[src/design/lru_page_replacement_macros.svh]
// assertion macros shared by the lru page replacement design
`ifndef LRU_PAGE_REPLACEMENT_MACROS_SVH
`define LRU_PAGE_REPLACEMENT_MACROS_SVH

// same-cycle implication, checked outside reset
`define LRUPR_ASSERT_NOW(label, clk, rst_n, ante, cons, msg) \
	label: assert property (@(posedge clk) disable iff (!rst_n) (ante) |-> (cons)) \
		else $error(msg);

// next-cycle implication, checked outside reset
`define LRUPR_ASSERT_NXT(label, clk, rst_n, ante, cons, msg) \
	label: assert property (@(posedge clk) disable iff (!rst_n) (ante) |=> (cons)) \
		else $error(msg);

`endif

[src/design/lrupr_pkg.sv]
// constants, types and helpers shared by the lru page replacement modules
`default_nettype none

package lrupr_pkg;

	localparam int FRAMES    = 16;
	localparam int PAGE_BITS = 16;
	localparam int IDX_W     = (FRAMES > 1) ? $clog2(FRAMES) : 1;
	localparam int CNT_W     = $clog2(FRAMES + 1);
	localparam int CFG_W     = 5;
	localparam int FIDX_W    = 4;
	localparam int TOTAL_W   = 32;

	localparam logic [CFG_W-1:0] FRAMES_RESET = 5'd16;

	typedef logic [IDX_W-1:0]     idx_t;
	typedef logic [CNT_W-1:0]     cnt_t;
	typedef logic [PAGE_BITS-1:0] page_t;

	// controller to datapath
	typedef struct packed {
		logic load;
		logic step;
		logic commit;
	} lrupr_cmd_t;

	// datapath to controller
	typedef struct packed {
		logic scan_last;
	} lrupr_status_t;

	// zero acts as one, anything above the frame count acts as the frame count
	function automatic cnt_t clamp_frames(logic [CFG_W-1:0] v);
		cnt_t r;
		if (v == '0) begin
			r = cnt_t'(1);
		end else if (32'(v) > FRAMES) begin
			r = cnt_t'(FRAMES);
		end else begin
			r = cnt_t'(v);
		end
		return r;
	endfunction

endpackage

`default_nettype wire

[src/design/lrupr_ctrl.sv]
// sequencer for the lru page replacement unit: accept, scan frames, commit
`default_nettype none

module lrupr_ctrl (
	input  wire                        clk,
	input  wire                        arst_n,
	input  wire                        in_valid,
	output logic                       in_stall,
	output logic                       out_valid,
	input  wire                        out_stall,
	input  lrupr_pkg::lrupr_status_t   status,
	output lrupr_pkg::lrupr_cmd_t      cmd
);
	import lrupr_pkg::*;

	typedef enum logic [1:0] {
		S_IDLE,
		S_SCAN,
		S_COMMIT
	} state_t;

	state_t state_q;
	logic   out_valid_q;
	logic   out_free;

	assign out_free  = !out_valid_q || !out_stall;
	assign in_stall  = (state_q != S_IDLE);
	assign out_valid = out_valid_q;

	always_comb begin
		cmd.load   = (state_q == S_IDLE) && in_valid;
		cmd.step   = (state_q == S_SCAN);
		cmd.commit = (state_q == S_COMMIT) && out_free;
	end

	always_ff @(posedge clk or negedge arst_n) begin
		if (!arst_n) begin
			state_q     <= S_IDLE;
			out_valid_q <= 1'b0;
		end else begin
			// a commit refills the output word in the cycle it is taken
			if (cmd.commit) begin
				out_valid_q <= 1'b1;
			end else if (!out_stall) begin
				out_valid_q <= 1'b0;
			end
			unique case (state_q)
				S_IDLE: begin
					if (in_valid) begin
						state_q <= S_SCAN;
					end
				end
				S_SCAN: begin
					if (status.scan_last) begin
						state_q <= S_COMMIT;
					end
				end
				S_COMMIT: begin
					// wait until the output word has room
					if (out_free) begin
						state_q <= S_IDLE;
					end
				end
				default: begin
					state_q <= S_IDLE;
				end
			endcase
		end
	end

`include "lru_page_replacement_macros.svh"

	`LRUPR_ASSERT_NOW(a_commit_room, clk, arst_n, cmd.commit, !out_valid_q || !out_stall, "commit while output word is held")
	`LRUPR_ASSERT_NXT(a_accept_busy, clk, arst_n, in_valid && !in_stall, in_stall && cmd.step, "no scan after accepted word")
	`LRUPR_ASSERT_NXT(a_commit_out, clk, arst_n, cmd.commit, out_valid, "committed result not presented")
	`LRUPR_ASSERT_NOW(a_one_cmd, clk, arst_n, 1'b1, $onehot0({cmd.load, cmd.step, cmd.commit}), "overlapping commands")

endmodule

`default_nettype wire

[src/design/lrupr_dp.sv]
// frame store, recency ranks, scan registers and result registers
`default_nettype none

module lrupr_dp (
	input  wire                              clk,
	input  wire                              arst_n,
	input  wire                              cfg_we,
	input  wire  [lrupr_pkg::CFG_W-1:0]      frames_in_use,
	input  wire  [lrupr_pkg::PAGE_BITS-1:0]  page,
	input  lrupr_pkg::lrupr_cmd_t            cmd,
	output lrupr_pkg::lrupr_status_t         status,
	output logic                             fault,
	output logic [lrupr_pkg::FIDX_W-1:0]     frame_index,
	output logic                             evicted_valid,
	output logic [lrupr_pkg::PAGE_BITS-1:0]  evicted_page,
	output logic [lrupr_pkg::TOTAL_W-1:0]    fault_total
);
	import lrupr_pkg::*;

	page_t frame_page_q [FRAMES];
	logic  [FRAMES-1:0] frame_valid_q;
	idx_t  frame_rank_q [FRAMES];
	cnt_t  active_q;
	logic  [TOTAL_W-1:0] fault_total_q;

	// scan registers
	page_t page_q;
	idx_t  idx_q;
	logic  hit_found_q;
	idx_t  hit_idx_q;
	idx_t  hit_rank_q;
	logic  free_found_q;
	idx_t  free_idx_q;
	idx_t  vic_idx_q;
	idx_t  vic_rank_q;
	page_t vic_page_q;

	// result registers
	logic              fault_q;
	logic [FIDX_W-1:0] frame_index_q;
	logic              evicted_valid_q;
	page_t             evicted_page_q;

	page_t        cur_page;
	logic         cur_valid;
	idx_t         cur_rank;
	idx_t         sel_idx;
	logic         was_valid;
	idx_t         old_rank;
	logic         evict;
	logic [31:0]  sel_wide;

	assign cur_page  = frame_page_q[idx_q];
	assign cur_valid = frame_valid_q[idx_q];
	assign cur_rank  = frame_rank_q[idx_q];

	assign status.scan_last = ((CNT_W + 1)'(idx_q) + (CNT_W + 1)'(1)) == (CNT_W + 1)'(active_q);

	always_comb begin
		evict = !hit_found_q && !free_found_q;
		priority if (hit_found_q) begin
			sel_idx  = hit_idx_q;
			old_rank = hit_rank_q;
		end else if (free_found_q) begin
			sel_idx  = free_idx_q;
			old_rank = vic_rank_q;
		end else begin
			sel_idx  = vic_idx_q;
			old_rank = vic_rank_q;
		end
		// a free frame was not valid, so every valid frame ages
		was_valid = !free_found_q || hit_found_q;
		sel_wide  = 32'(sel_idx);
	end

	// scan: one frame a cycle
	always_ff @(posedge clk) begin
		if (cmd.load) begin
			page_q       <= page;
			idx_q        <= '0;
			hit_found_q  <= 1'b0;
			free_found_q <= 1'b0;
		end else if (cmd.step) begin
			idx_q <= idx_q + idx_t'(1);
			if (!hit_found_q && cur_valid && (cur_page == page_q)) begin
				hit_found_q <= 1'b1;
				hit_idx_q   <= idx_q;
				hit_rank_q  <= cur_rank;
			end
			if (!free_found_q && !cur_valid) begin
				free_found_q <= 1'b1;
				free_idx_q   <= idx_q;
			end
			if ((idx_q == '0) || (cur_rank > vic_rank_q)) begin
				vic_idx_q  <= idx_q;
				vic_rank_q <= cur_rank;
				vic_page_q <= cur_page;
			end
		end
	end

	// frame contents and result word
	always_ff @(posedge clk) begin
		if (cmd.commit) begin
			if (!hit_found_q) begin
				frame_page_q[sel_idx] <= page_q;
			end
			fault_q         <= !hit_found_q;
			frame_index_q   <= sel_wide[FIDX_W-1:0];
			evicted_valid_q <= evict;
			evicted_page_q  <= evict ? vic_page_q : '0;
		end
	end

	// recency ranks, valid bits, frame count and fault counter
	always_ff @(posedge clk or negedge arst_n) begin
		if (!arst_n) begin
			frame_valid_q <= '0;
			for (int i = 0; i < FRAMES; i++) begin
				frame_rank_q[i] <= '0;
			end
			active_q      <= clamp_frames(FRAMES_RESET);
			fault_total_q <= '0;
		end else if (cfg_we) begin
			frame_valid_q <= '0;
			for (int i = 0; i < FRAMES; i++) begin
				frame_rank_q[i] <= '0;
			end
			active_q <= clamp_frames(frames_in_use);
		end else if (cmd.commit) begin
			for (int i = 0; i < FRAMES; i++) begin
				if (idx_t'(i) == sel_idx) begin
					frame_rank_q[i] <= '0;
				end else if (frame_valid_q[i] &&
				             (!was_valid || (frame_rank_q[i] < old_rank))) begin
					frame_rank_q[i] <= frame_rank_q[i] + idx_t'(1);
				end
			end
			frame_valid_q[sel_idx] <= 1'b1;
			if (!hit_found_q && (fault_total_q != '1)) begin
				fault_total_q <= fault_total_q + TOTAL_W'(1);
			end
		end
	end

	assign fault         = fault_q;
	assign frame_index   = frame_index_q;
	assign evicted_valid = evicted_valid_q;
	assign evicted_page  = evicted_page_q;
	assign fault_total   = fault_total_q;

`include "lru_page_replacement_macros.svh"

	`LRUPR_ASSERT_NXT(a_total_mono, clk, arst_n, 1'b1, fault_total_q >= $past(fault_total_q), "fault total went down")
	`LRUPR_ASSERT_NXT(a_miss_counts, clk, arst_n, cmd.commit && !hit_found_q, fault_total_q != '0 && fault_q, "miss not counted")
	`LRUPR_ASSERT_NXT(a_evict_fault, clk, arst_n, cmd.commit, !evicted_valid_q || fault_q, "eviction without fault")
	`LRUPR_ASSERT_NXT(a_sel_valid, clk, arst_n, cmd.commit && !cfg_we, frame_valid_q[$past(sel_idx)], "used frame not valid")

endmodule

`default_nettype wire

[src/design/lru_page_replacement.sv]
// lru page replacement unit: top level joining controller and datapath
//
//   channel  | handshake             | word
//   ---------+-----------------------+-----------------------------------------------
//   in       | in_valid / in_stall   | page
//   out      | out_valid / out_stall | fault, frame_index, evicted_valid,
//            |                       | evicted_page, fault_total
//   cfg      | cfg_we                | frames_in_use
//
// a word passes an accept state, a scan over the N active frames
// through a single compare unit, and a commit state that updates all
// ranks at once.
// a new word is taken while the previous result waits in the output register;
// commit holds while that register is full and stalled.
// reset empties all frames, clears the fault count and sets 16 frames;
// a cfg write empties all frames and keeps the fault count.
`default_nettype none

module lru_page_replacement (
	input  wire                              clk,
	input  wire                              arst_n,
	input  wire                              cfg_we,
	input  wire  [lrupr_pkg::CFG_W-1:0]      frames_in_use,
	input  wire                              in_valid,
	output logic                             in_stall,
	input  wire  [lrupr_pkg::PAGE_BITS-1:0]  page,
	output logic                             out_valid,
	input  wire                              out_stall,
	output logic                             fault,
	output logic [lrupr_pkg::FIDX_W-1:0]     frame_index,
	output logic                             evicted_valid,
	output logic [lrupr_pkg::PAGE_BITS-1:0]  evicted_page,
	output logic [lrupr_pkg::TOTAL_W-1:0]    fault_total
);
	import lrupr_pkg::*;

	lrupr_cmd_t    cmd;
	lrupr_status_t status;

	lrupr_ctrl u_ctrl (
		.clk       (clk),
		.arst_n    (arst_n),
		.in_valid  (in_valid),
		.in_stall  (in_stall),
		.out_valid (out_valid),
		.out_stall (out_stall),
		.status    (status),
		.cmd       (cmd)
	);

	lrupr_dp u_dp (
		.clk           (clk),
		.arst_n        (arst_n),
		.cfg_we        (cfg_we),
		.frames_in_use (frames_in_use),
		.page          (page),
		.cmd           (cmd),
		.status        (status),
		.fault         (fault),
		.frame_index   (frame_index),
		.evicted_valid (evicted_valid),
		.evicted_page  (evicted_page),
		.fault_total   (fault_total)
	);

endmodule

`default_nettype wire
[config.mk]
export PLATFORM = sky130hd
export DESIGN_NAME = lru_page_replacement
export DESIGN_NICKNAME = d
export VERILOG_FILES = /design/src/design/lrupr_pkg.sv /design/src/design/lrupr_ctrl.sv /design/src/design/lrupr_dp.sv /design/src/design/lru_page_replacement.sv
export VERILOG_INCLUDE_DIRS = /design/src /design/src/design
export SDC_FILE = /design/constraint.sdc
export NUM_CORES = 1
export LEC_CHECK = 0
export BUFFER_PORTS_ARGS = -buffer_cell sky130_fd_sc_hd__buf_2
export CORE_AREA = 2 2 250 252
export CTS_BUF_LIST = sky130_fd_sc_hd__clkbuf_4 sky130_fd_sc_hd__clkbuf_8
export DETAILED_ROUTE_END_ITERATION = 16
export DIE_AREA = 0 0 252 254
export MAX_ROUTING_LAYER = met4
export PLACE_DENSITY = 0.59
export SLEW_MARGIN = 20
export SYNTH_ARGS = -nofsm -noshare
export SYNTH_HDL_FRONTEND = slang
export SYNTH_SLANG_ARGS = --single-unit
[constraint.sdc]
create_clock -name clk -period 12 [get_ports clk]
set_clock_uncertainty 0.05 [all_clocks]
set_input_delay 0.6 -clock clk [delete_from_list [all_inputs] [get_ports clk]]
set_output_delay 0.6 -clock clk [all_outputs]
set_load 0.01 [all_outputs]
Yosys cells after proc, flatten, opt, wreduce, memory -nomap -nowiden
Memories as Yosys holds them, arrays and structs flattened. A register that Yosys moved wholly into a read port is not among the register bits.
Index checks and enable logic that the tools add are counted.
{ "classes": {"add_sub_neg": 19, "magnitude_cmp": 22, "n_eq_ne": 24, "n_mux": 59, "bitwise_logic": 4, "reduce_logical": 94} }
{ "op_table": {"columns": ["operator", "n"], "rows": [
  ["$mux W4", 39],
  ["$mux W64", 2],
  ["$add A4 B1 Y4 const B", 17],
  ["$lt A4 B4 Y1", 16],
  ["$reduce_bool A3 Y1", 16],
  ["$reduce_and A2 Y1", 18],
  ["$add A32 B1 Y32 const B", 1],
  ["$eq A4 B4 Y1 const A", 8],
  ["$mux W16", 2],
  ["$ne A32 B32 Y1 const B", 1],
  ["$logic_and A1 B1 Y1", 24],
  ["$logic_or A1 B1 Y1", 19],
  ["$bmux W4 S4", 1],
  ["$eq A16 B16 Y1", 1],
  ["$eq A3 B4 Y1 const A", 4],
  ["$or A16 B16 Y16", 1],
  ["$reduce_and A3 Y1", 5],
  ["$lt A4 B5 Y1 const B", 2],
  ["$mux W5", 2],
  ["$eq A2 B4 Y1 const A", 2],
  ["$logic_not A4 Y1", 2],
  ["$mux W1", 7],
  ["$eq A6 B5 Y1", 1],
  ["$logic_not A1 Y1", 6],
  ["other kinds (19)", 25]
]} }
{ "word_totals": {"ff_bits": 200, "ramBits": 256, "in_bits": 26, "output_inout_bits": 56, "word_cells": 258, "memories": 1} }
{ "memory_table": {"columns": ["memory", "words", "width", "rd", "rd_clocked_by_memory_dff", "write_ports", "line", "text"], "rows": [
  ["u_dp.frame_page_q", 16, 16, 1, 1, 1, "lrupr_dp.sv:20", "page_t frame_page_q [FRAMES];"]
]} }

Depth between registers and ports, before layout
{ "logic_depth": {"ltp_word": 9, "depth_mapped": 13, "ltp_nobuf": 11} }

Modules after synthesis
Synthesis repeated with hierarchy kept, for this count alone.
{ "hier_totals": {"cells_unflattened": 1453, "hier_area_um2": 21081.5} }
{ "modules_own_cells": {"columns": ["module", "n_inst", "cells_each", "area_per_inst_um2", "seq_area_each_um2"], "rows": [
  ["lrupr_dp", 1, 1438, 20933.8, 13038.8],
  ["lrupr_ctrl", 1, 15, 147.6, 75.1]
]} }

Worst setup path after synthesis
Ideal clock, no wire load.
{ "synth_path": {"path_type": "register -> register", "start": "register u_dp.idx_q[1]", "end": "register u_dp.vic_idx_q[0], enable pin", "setup_time_ns": 0.405, "arrival_time_ns": 3.994, "required_time_ns": 11.545, "path_slack_ns": 7.551, "stages_incl_launch_ff": 14, "n_path_buf": 3, "period_less_slack_ns": 4.449, "path_cell_list": "dfxtp_1 -> clkbuf_1 -> clkbuf_1 -> clkbuf_1 -> mux4_2 -> mux4_2 -> ha_1 -> nor2b_1 -> o21ai_0 -> nand2b_1 -> a21oi_1 -> a41oi_1 -> a21oi_1 -> nor2_1"} }
{ "synth_via": {"elab_chain_cells": 7, "word_cells_on_any_way": 8, "cone_classes": "order compare (1); mux (3); bitwise (1); reduce/logical (3)"} }
{ "synth_lines": {"columns": ["element", "line", "text"], "rows": [
  ["start, declared", "lrupr_dp.sv:28", "idx_t idx_q;"],
  ["start signal, assigned", "lrupr_dp.sv:84", "idx_q <= idx_q + idx_t'(1);"],
  ["$not A4 Y5 (not written as such)", "lrupr_dp.sv:55", "assign cur_rank = frame_rank_q[idx_q];"],
  ["$bmux W4 S4", "lrupr_dp.sv:55", null],
  ["$mux W4 (not written as such) (2 in series)", "lrupr_dp.sv:55", null],
  ["via u_dp.cur_rank[1]", "lrupr_dp.sv:46", "idx_t cur_rank;"],
  ["$gt A4 B4 Y1", "lrupr_dp.sv:94", "if ((idx_q == '0) || (cur_rank > vic_rank_q)) begin"],
  ["$logic_or A1 B1 Y1", "lrupr_dp.sv:94", null],
  ["$reduce_and A3 Y1 (no line)", null, null],
  ["end signal, assigned", "lrupr_dp.sv:95", "vic_idx_q <= idx_q;"],
  ["end, declared", "lrupr_dp.sv:34", "idx_t vic_idx_q;"]
]} }
The timed path passes the listed nets, and every way through them passes these cells. The select of a mux whose other input is x is not followed.
A chain may end at the register's enable or synchronous reset.

Worst setup path after layout
{ "layout_path": {"start": "register u_dp.idx_q[0]", "end": "register u_dp.vic_page_q[6], enable pin"} }
{ "layout_via": {"elab_chain_cells": 7, "word_cells_on_any_way": 8, "cone_classes": "order compare (1); mux (3); bitwise (1); reduce/logical (3)"} }
{ "layout_lines": {"columns": ["element", "line", "text"], "rows": [
  ["$not A4 Y5 (not written as such)", "lrupr_dp.sv:55", null],
  ["$bmux W4 S4", "lrupr_dp.sv:55", null],
  ["$mux W4 (not written as such) (2 in series)", "lrupr_dp.sv:55", null],
  ["via u_dp.cur_rank[1]", "lrupr_dp.sv:46", null],
  ["$gt A4 B4 Y1", "lrupr_dp.sv:94", null],
  ["$logic_or A1 B1 Y1", "lrupr_dp.sv:94", null],
  ["$reduce_and A3 Y1 (no line)", null, null],
  ["end signal, assigned", "lrupr_dp.sv:97", "vic_page_q <= cur_page;"],
  ["end, declared", "lrupr_dp.sv:36", "page_t vic_page_q;"]
]} }
The timed path passes the listed nets, and every way through them passes these cells. The select of a mux whose other input is x is not followed.

==> impl_metrics.yaml <==
status:
  status: "completed"
synth:
  synth_cells: 1481
  postSynthRegisterBits: 460
  yosysSeqAreaShare_pct: 61.81
  yosys_warnings: 0
  yosys_most_used_dff: "sky130_fd_sc_hd__edfxtp_1"
  synth_cell_type_count: 74
  synth_fp_nets: 1578
  syn-mean-instance-area_um2: 14.33
  synth-edff-count: 330
  syn-cell-area_um2: 21220
  ys_async_sr_fraction_pct: 26.09
timing:
  worst_pin_slew_ps: 988.9
  fin_tns_setup_ps: 0
  report.final.slew_viol_count: 0
  grt_setup_unrepaired: "false"
  period_minus_slack_ps: 4258
  max_slew_margin_pct: 34.08
  top_achievable_clock_speed_mhz: 234.9
  hold_viol_final: 0
  holdWs_ps: 57.98
  finalCritPeriodShare_pct: 35.48
  setup_viol: 0
placed_design:
  gp_routability_congestion: 0.8408
  dp.final_hpwl_mm: 34.63
  place.port_buffers: 81
  post_placement_cell_area_um2: 22670
clock_tree:
  cts_made_buffers: 81
  cts_resized: 0
  cts-root-buf: "sky130_fd_sc_hd__clkbuf_8"
  cts.sinks: 460
  tritoncts_clock_tree: "built"
  htree_num_levels: 3
  cts.reportedPaths.clkPinSlew_ps: 60
  clockBufferDepth: 3
  clock_latency_reported_for_the_late_side_of_the_worst_skew_pair_ps: 670
die:
  die_y_um: 254
  die_area_um2: 64010
  pin_count: 82
  floorplan.core_area_um2: 61260
  initial_core_util_pct: 34.64
  floorplan.rows: 91
  horizontal_extent_of_the_die_um: 252
worst_setup_path:
  crit_path_cell_trace: "buf_4 > mux4_2 > mux4_2 > ha_1 > nor2b_1 > o21ai_0 > nand2b_1 > a21oi_1 > a41oi_1 > a21oi_1 > nor2_2 > buf_4"
  critical_path_sink_type: "register"
  critical-path-slowest-cell: "sky130_fd_sc_hd__mux4_2"
  cp_slowest_stage_delay_ps: 610
  path_class: "reg2reg"
  timing.critical_path.from_type: "register"
  worst_ep_arrival_time_ps: 4550
  cp.required_ps: 12290
  crit_fanout: 24
global_routing:
  grt_max_degree: 66
  grt_antenna_before_repair: 2
  grt_first_pass_wirelength_mm: 84.88
  first_global_vias: 13590
  grt_overflow: 0
  groute.usage.overall_pct: 18.19
pwr:
  max-vdd-ir-drop_v: 0.0001088
  static-leakage-power_uw: 0.009024
  cellPowerDensity_nw_per_um2: 191.8
cells_and_area:
  drive_above_1_share_pct: 21.27
  final.fill_count: 5693
  final_core_utilization_pct: 39.70
  nNetsFinal: 1717
  layout_common_cells: "sky130_fd_sc_hd__edfxtp_1, sky130_fd_sc_hd__dfrtp_1, sky130_fd_sc_hd__clkbuf_8"
  final_common_cell: "sky130_fd_sc_hd__edfxtp_1"
  area_delta_synth_final_pct: 14.61
  post-route-cell-area_um2: 24320
flow_run:
  cap_viol_max_count: 0
route:
  drtAntennaViolNets: 0
  vias: 13456
  viasPerCell: 5.437
  iteration_0_drc_count_of_the_detailed_router: 1161
  wire_per_inst_um: 22.43
  detailedRoute.firstPassIterationCount: 5
  routed_wire_length_mm: 55.52
  remaining_drc_errors: 0
worst_hold_path:
  holdCritPathClass: "in2reg"
state kept, by name, indices dropped and copies added, names as in the netlist, 5 cells and up, named ones only:
name and count:
u_dp.frame_valid_q 16, u_dp.fault_total 32, u_dp.evicted_page 16, u_dp.frame_page_q 256, u_dp.active_q 5, u_dp.vic_page_q 16, u_dp.page_q 16, u_dp.frame_rank_q 64
Yosys cell counts (10+ instances only):
cell type,count,area [um^2]
sky130_fd_sc_hd__nor3_1,10,50.05
sky130_fd_sc_hd__nor2_1,98,367.9
sky130_fd_sc_hd__nand2_1,73,274.0
sky130_fd_sc_hd__or4_1,24,180.2
sky130_fd_sc_hd__xnor2_1,33,289.0
sky130_fd_sc_hd__a22oi_1,12,90.09
sky130_fd_sc_hd__nand3_1,47,235.2
sky130_fd_sc_hd__o221ai_1,14,122.6
sky130_fd_sc_hd__nand4_1,24,150.1
sky130_fd_sc_hd__clkbuf_1,33,123.9
sky130_fd_sc_hd__o21a_1,68,510.5
sky130_fd_sc_hd__ha_1,71,888.4
sky130_fd_sc_hd__mux4_2,64,1441
sky130_fd_sc_hd__o31ai_1,14,105.1
sky130_fd_sc_hd__edfxtp_1,330,9910
sky130_fd_sc_hd__and2_1,31,193.9
sky130_fd_sc_hd__o211ai_1,18,135.1
sky130_fd_sc_hd__inv_1,32,120.1
sky130_fd_sc_hd__a21oi_1,54,270.3
sky130_fd_sc_hd__o21ai_0,38,190.2
sky130_fd_sc_hd__dfrtp_1,119,2978
sky130_fd_sc_hd__mux2_2,21,236.5
sky130_fd_sc_hd__xor2_1,21,183.9
sky130_fd_sc_hd__dfxtp_1,10,200.2
sky130_fd_sc_hd__mux2i_1,61,610.6
through the flow:
stage               cells  total power [uW]  setup slack (ps)
floorplan            1481              2864              7551
global placement     2324              3231              7441
detailed placement   2324              3252              7713
CTS                  2473              4716              7696
global route         2475              4911              7474
finish               2475              4665              7742
path summary, 6_finish.rpt:
check	startpoint	endpoint	slack (ps)	cells past startpoint
worst max register to register	u_dp.idx_q[0]$_SDFFE_PP0P_	u_dp.vic_page_q[6]$_DFFE_PP_	7740	12
worst max-delay path	u_dp.idx_q[0]$_SDFFE_PP0P_	u_dp.vic_page_q[6]$_DFFE_PP_	7740	12
worst min-delay path	page[13]	u_dp.page_q[13]$_DFFE_PP_	60	1
max in group asynchronous	arst_n	u_dp.frame_rank_q[23]$_DFFE_PN0P_	10050	3
min in group asynchronous	arst_n	u_dp.frame_rank_q[42]$_DFFE_PN0P_	480	2
worst min register to register	u_dp.idx_q[0]$_SDFFE_PP0P_	u_dp.hit_idx_q[0]$_DFFE_PP_	430	0
per-layer routing:
metal	vias up	track usage [%]	wire, um
met5	-	-	0
met4	0	5.985	1367
met3	100	3.431	3085
met2	422	28.21	25900
met1	6839	24.16	25160
li1	6095	-	-
final cells by class:
type	count	area (um^2)	area share [%]
Clock buffer	114	1388	5.706
Antenna cell	2	5.005	0.02058
Sequential cell	460	13120	53.96
Timing Repair Buffer	109	625.6	2.573
Inverter	41	153.9	0.6328
Tap cell	790	988.4	4.065
Multi-Input combinational cell	927	7806	32.10
Clock inverter	32	230.2	0.9467
critical path, delay by kind of cell, from the launching register on:
| kind | cells | cell delay, ps |
|---|---|---|
| AO/OA/AOI/OAI | 4 | 420 |
| flip-flops | 1 | 350 |
| multiplexers | 2 | 1140 |
| buffers and inverters | 2 | 800 |
| adder cells (fa/ha/maj) | 1 | 330 |
| AND/OR/NAND/NOR | 3 | 800 |
timing repair:
item,CTS,global route
setup buffers,0,0
endpoints found under the hold margin,56,0
hold buffers,3,0
kinds of logic (layout without fill, tap and decap cells):
| family | after synthesis | after routing | synth area share (%) |
|---|---|---|---|
| xor+xnor | 54 | 54 | 2.229 |
| compound gates | 272 | 272 | 8.710 |
| other cells | 0 | 2 | 0 |
| fa+ha+maj | 71 | 71 | 4.187 |
| mux | 156 | 156 | 11.95 |
| flops | 460 | 460 | 61.81 |
| buf+inv | 94 | 296 | 1.999 |
| simple gates | 374 | 374 | 9.117 |
report_power, final:
| group | leakage (uW) | total [uW] | switching [uW] | internal [uW] |
|---|---|---|---|---|
| sequential | 0.00471 | 1970 | 130 | 1840 |
| clock | 0.000858 | 1450 | 656 | 795 |
| combinational | 0.00346 | 1240 | 726 | 514 |
| total | 0.00902 | 4670 | 1510 | 3150 |
(Power assumes the default switching activity.)
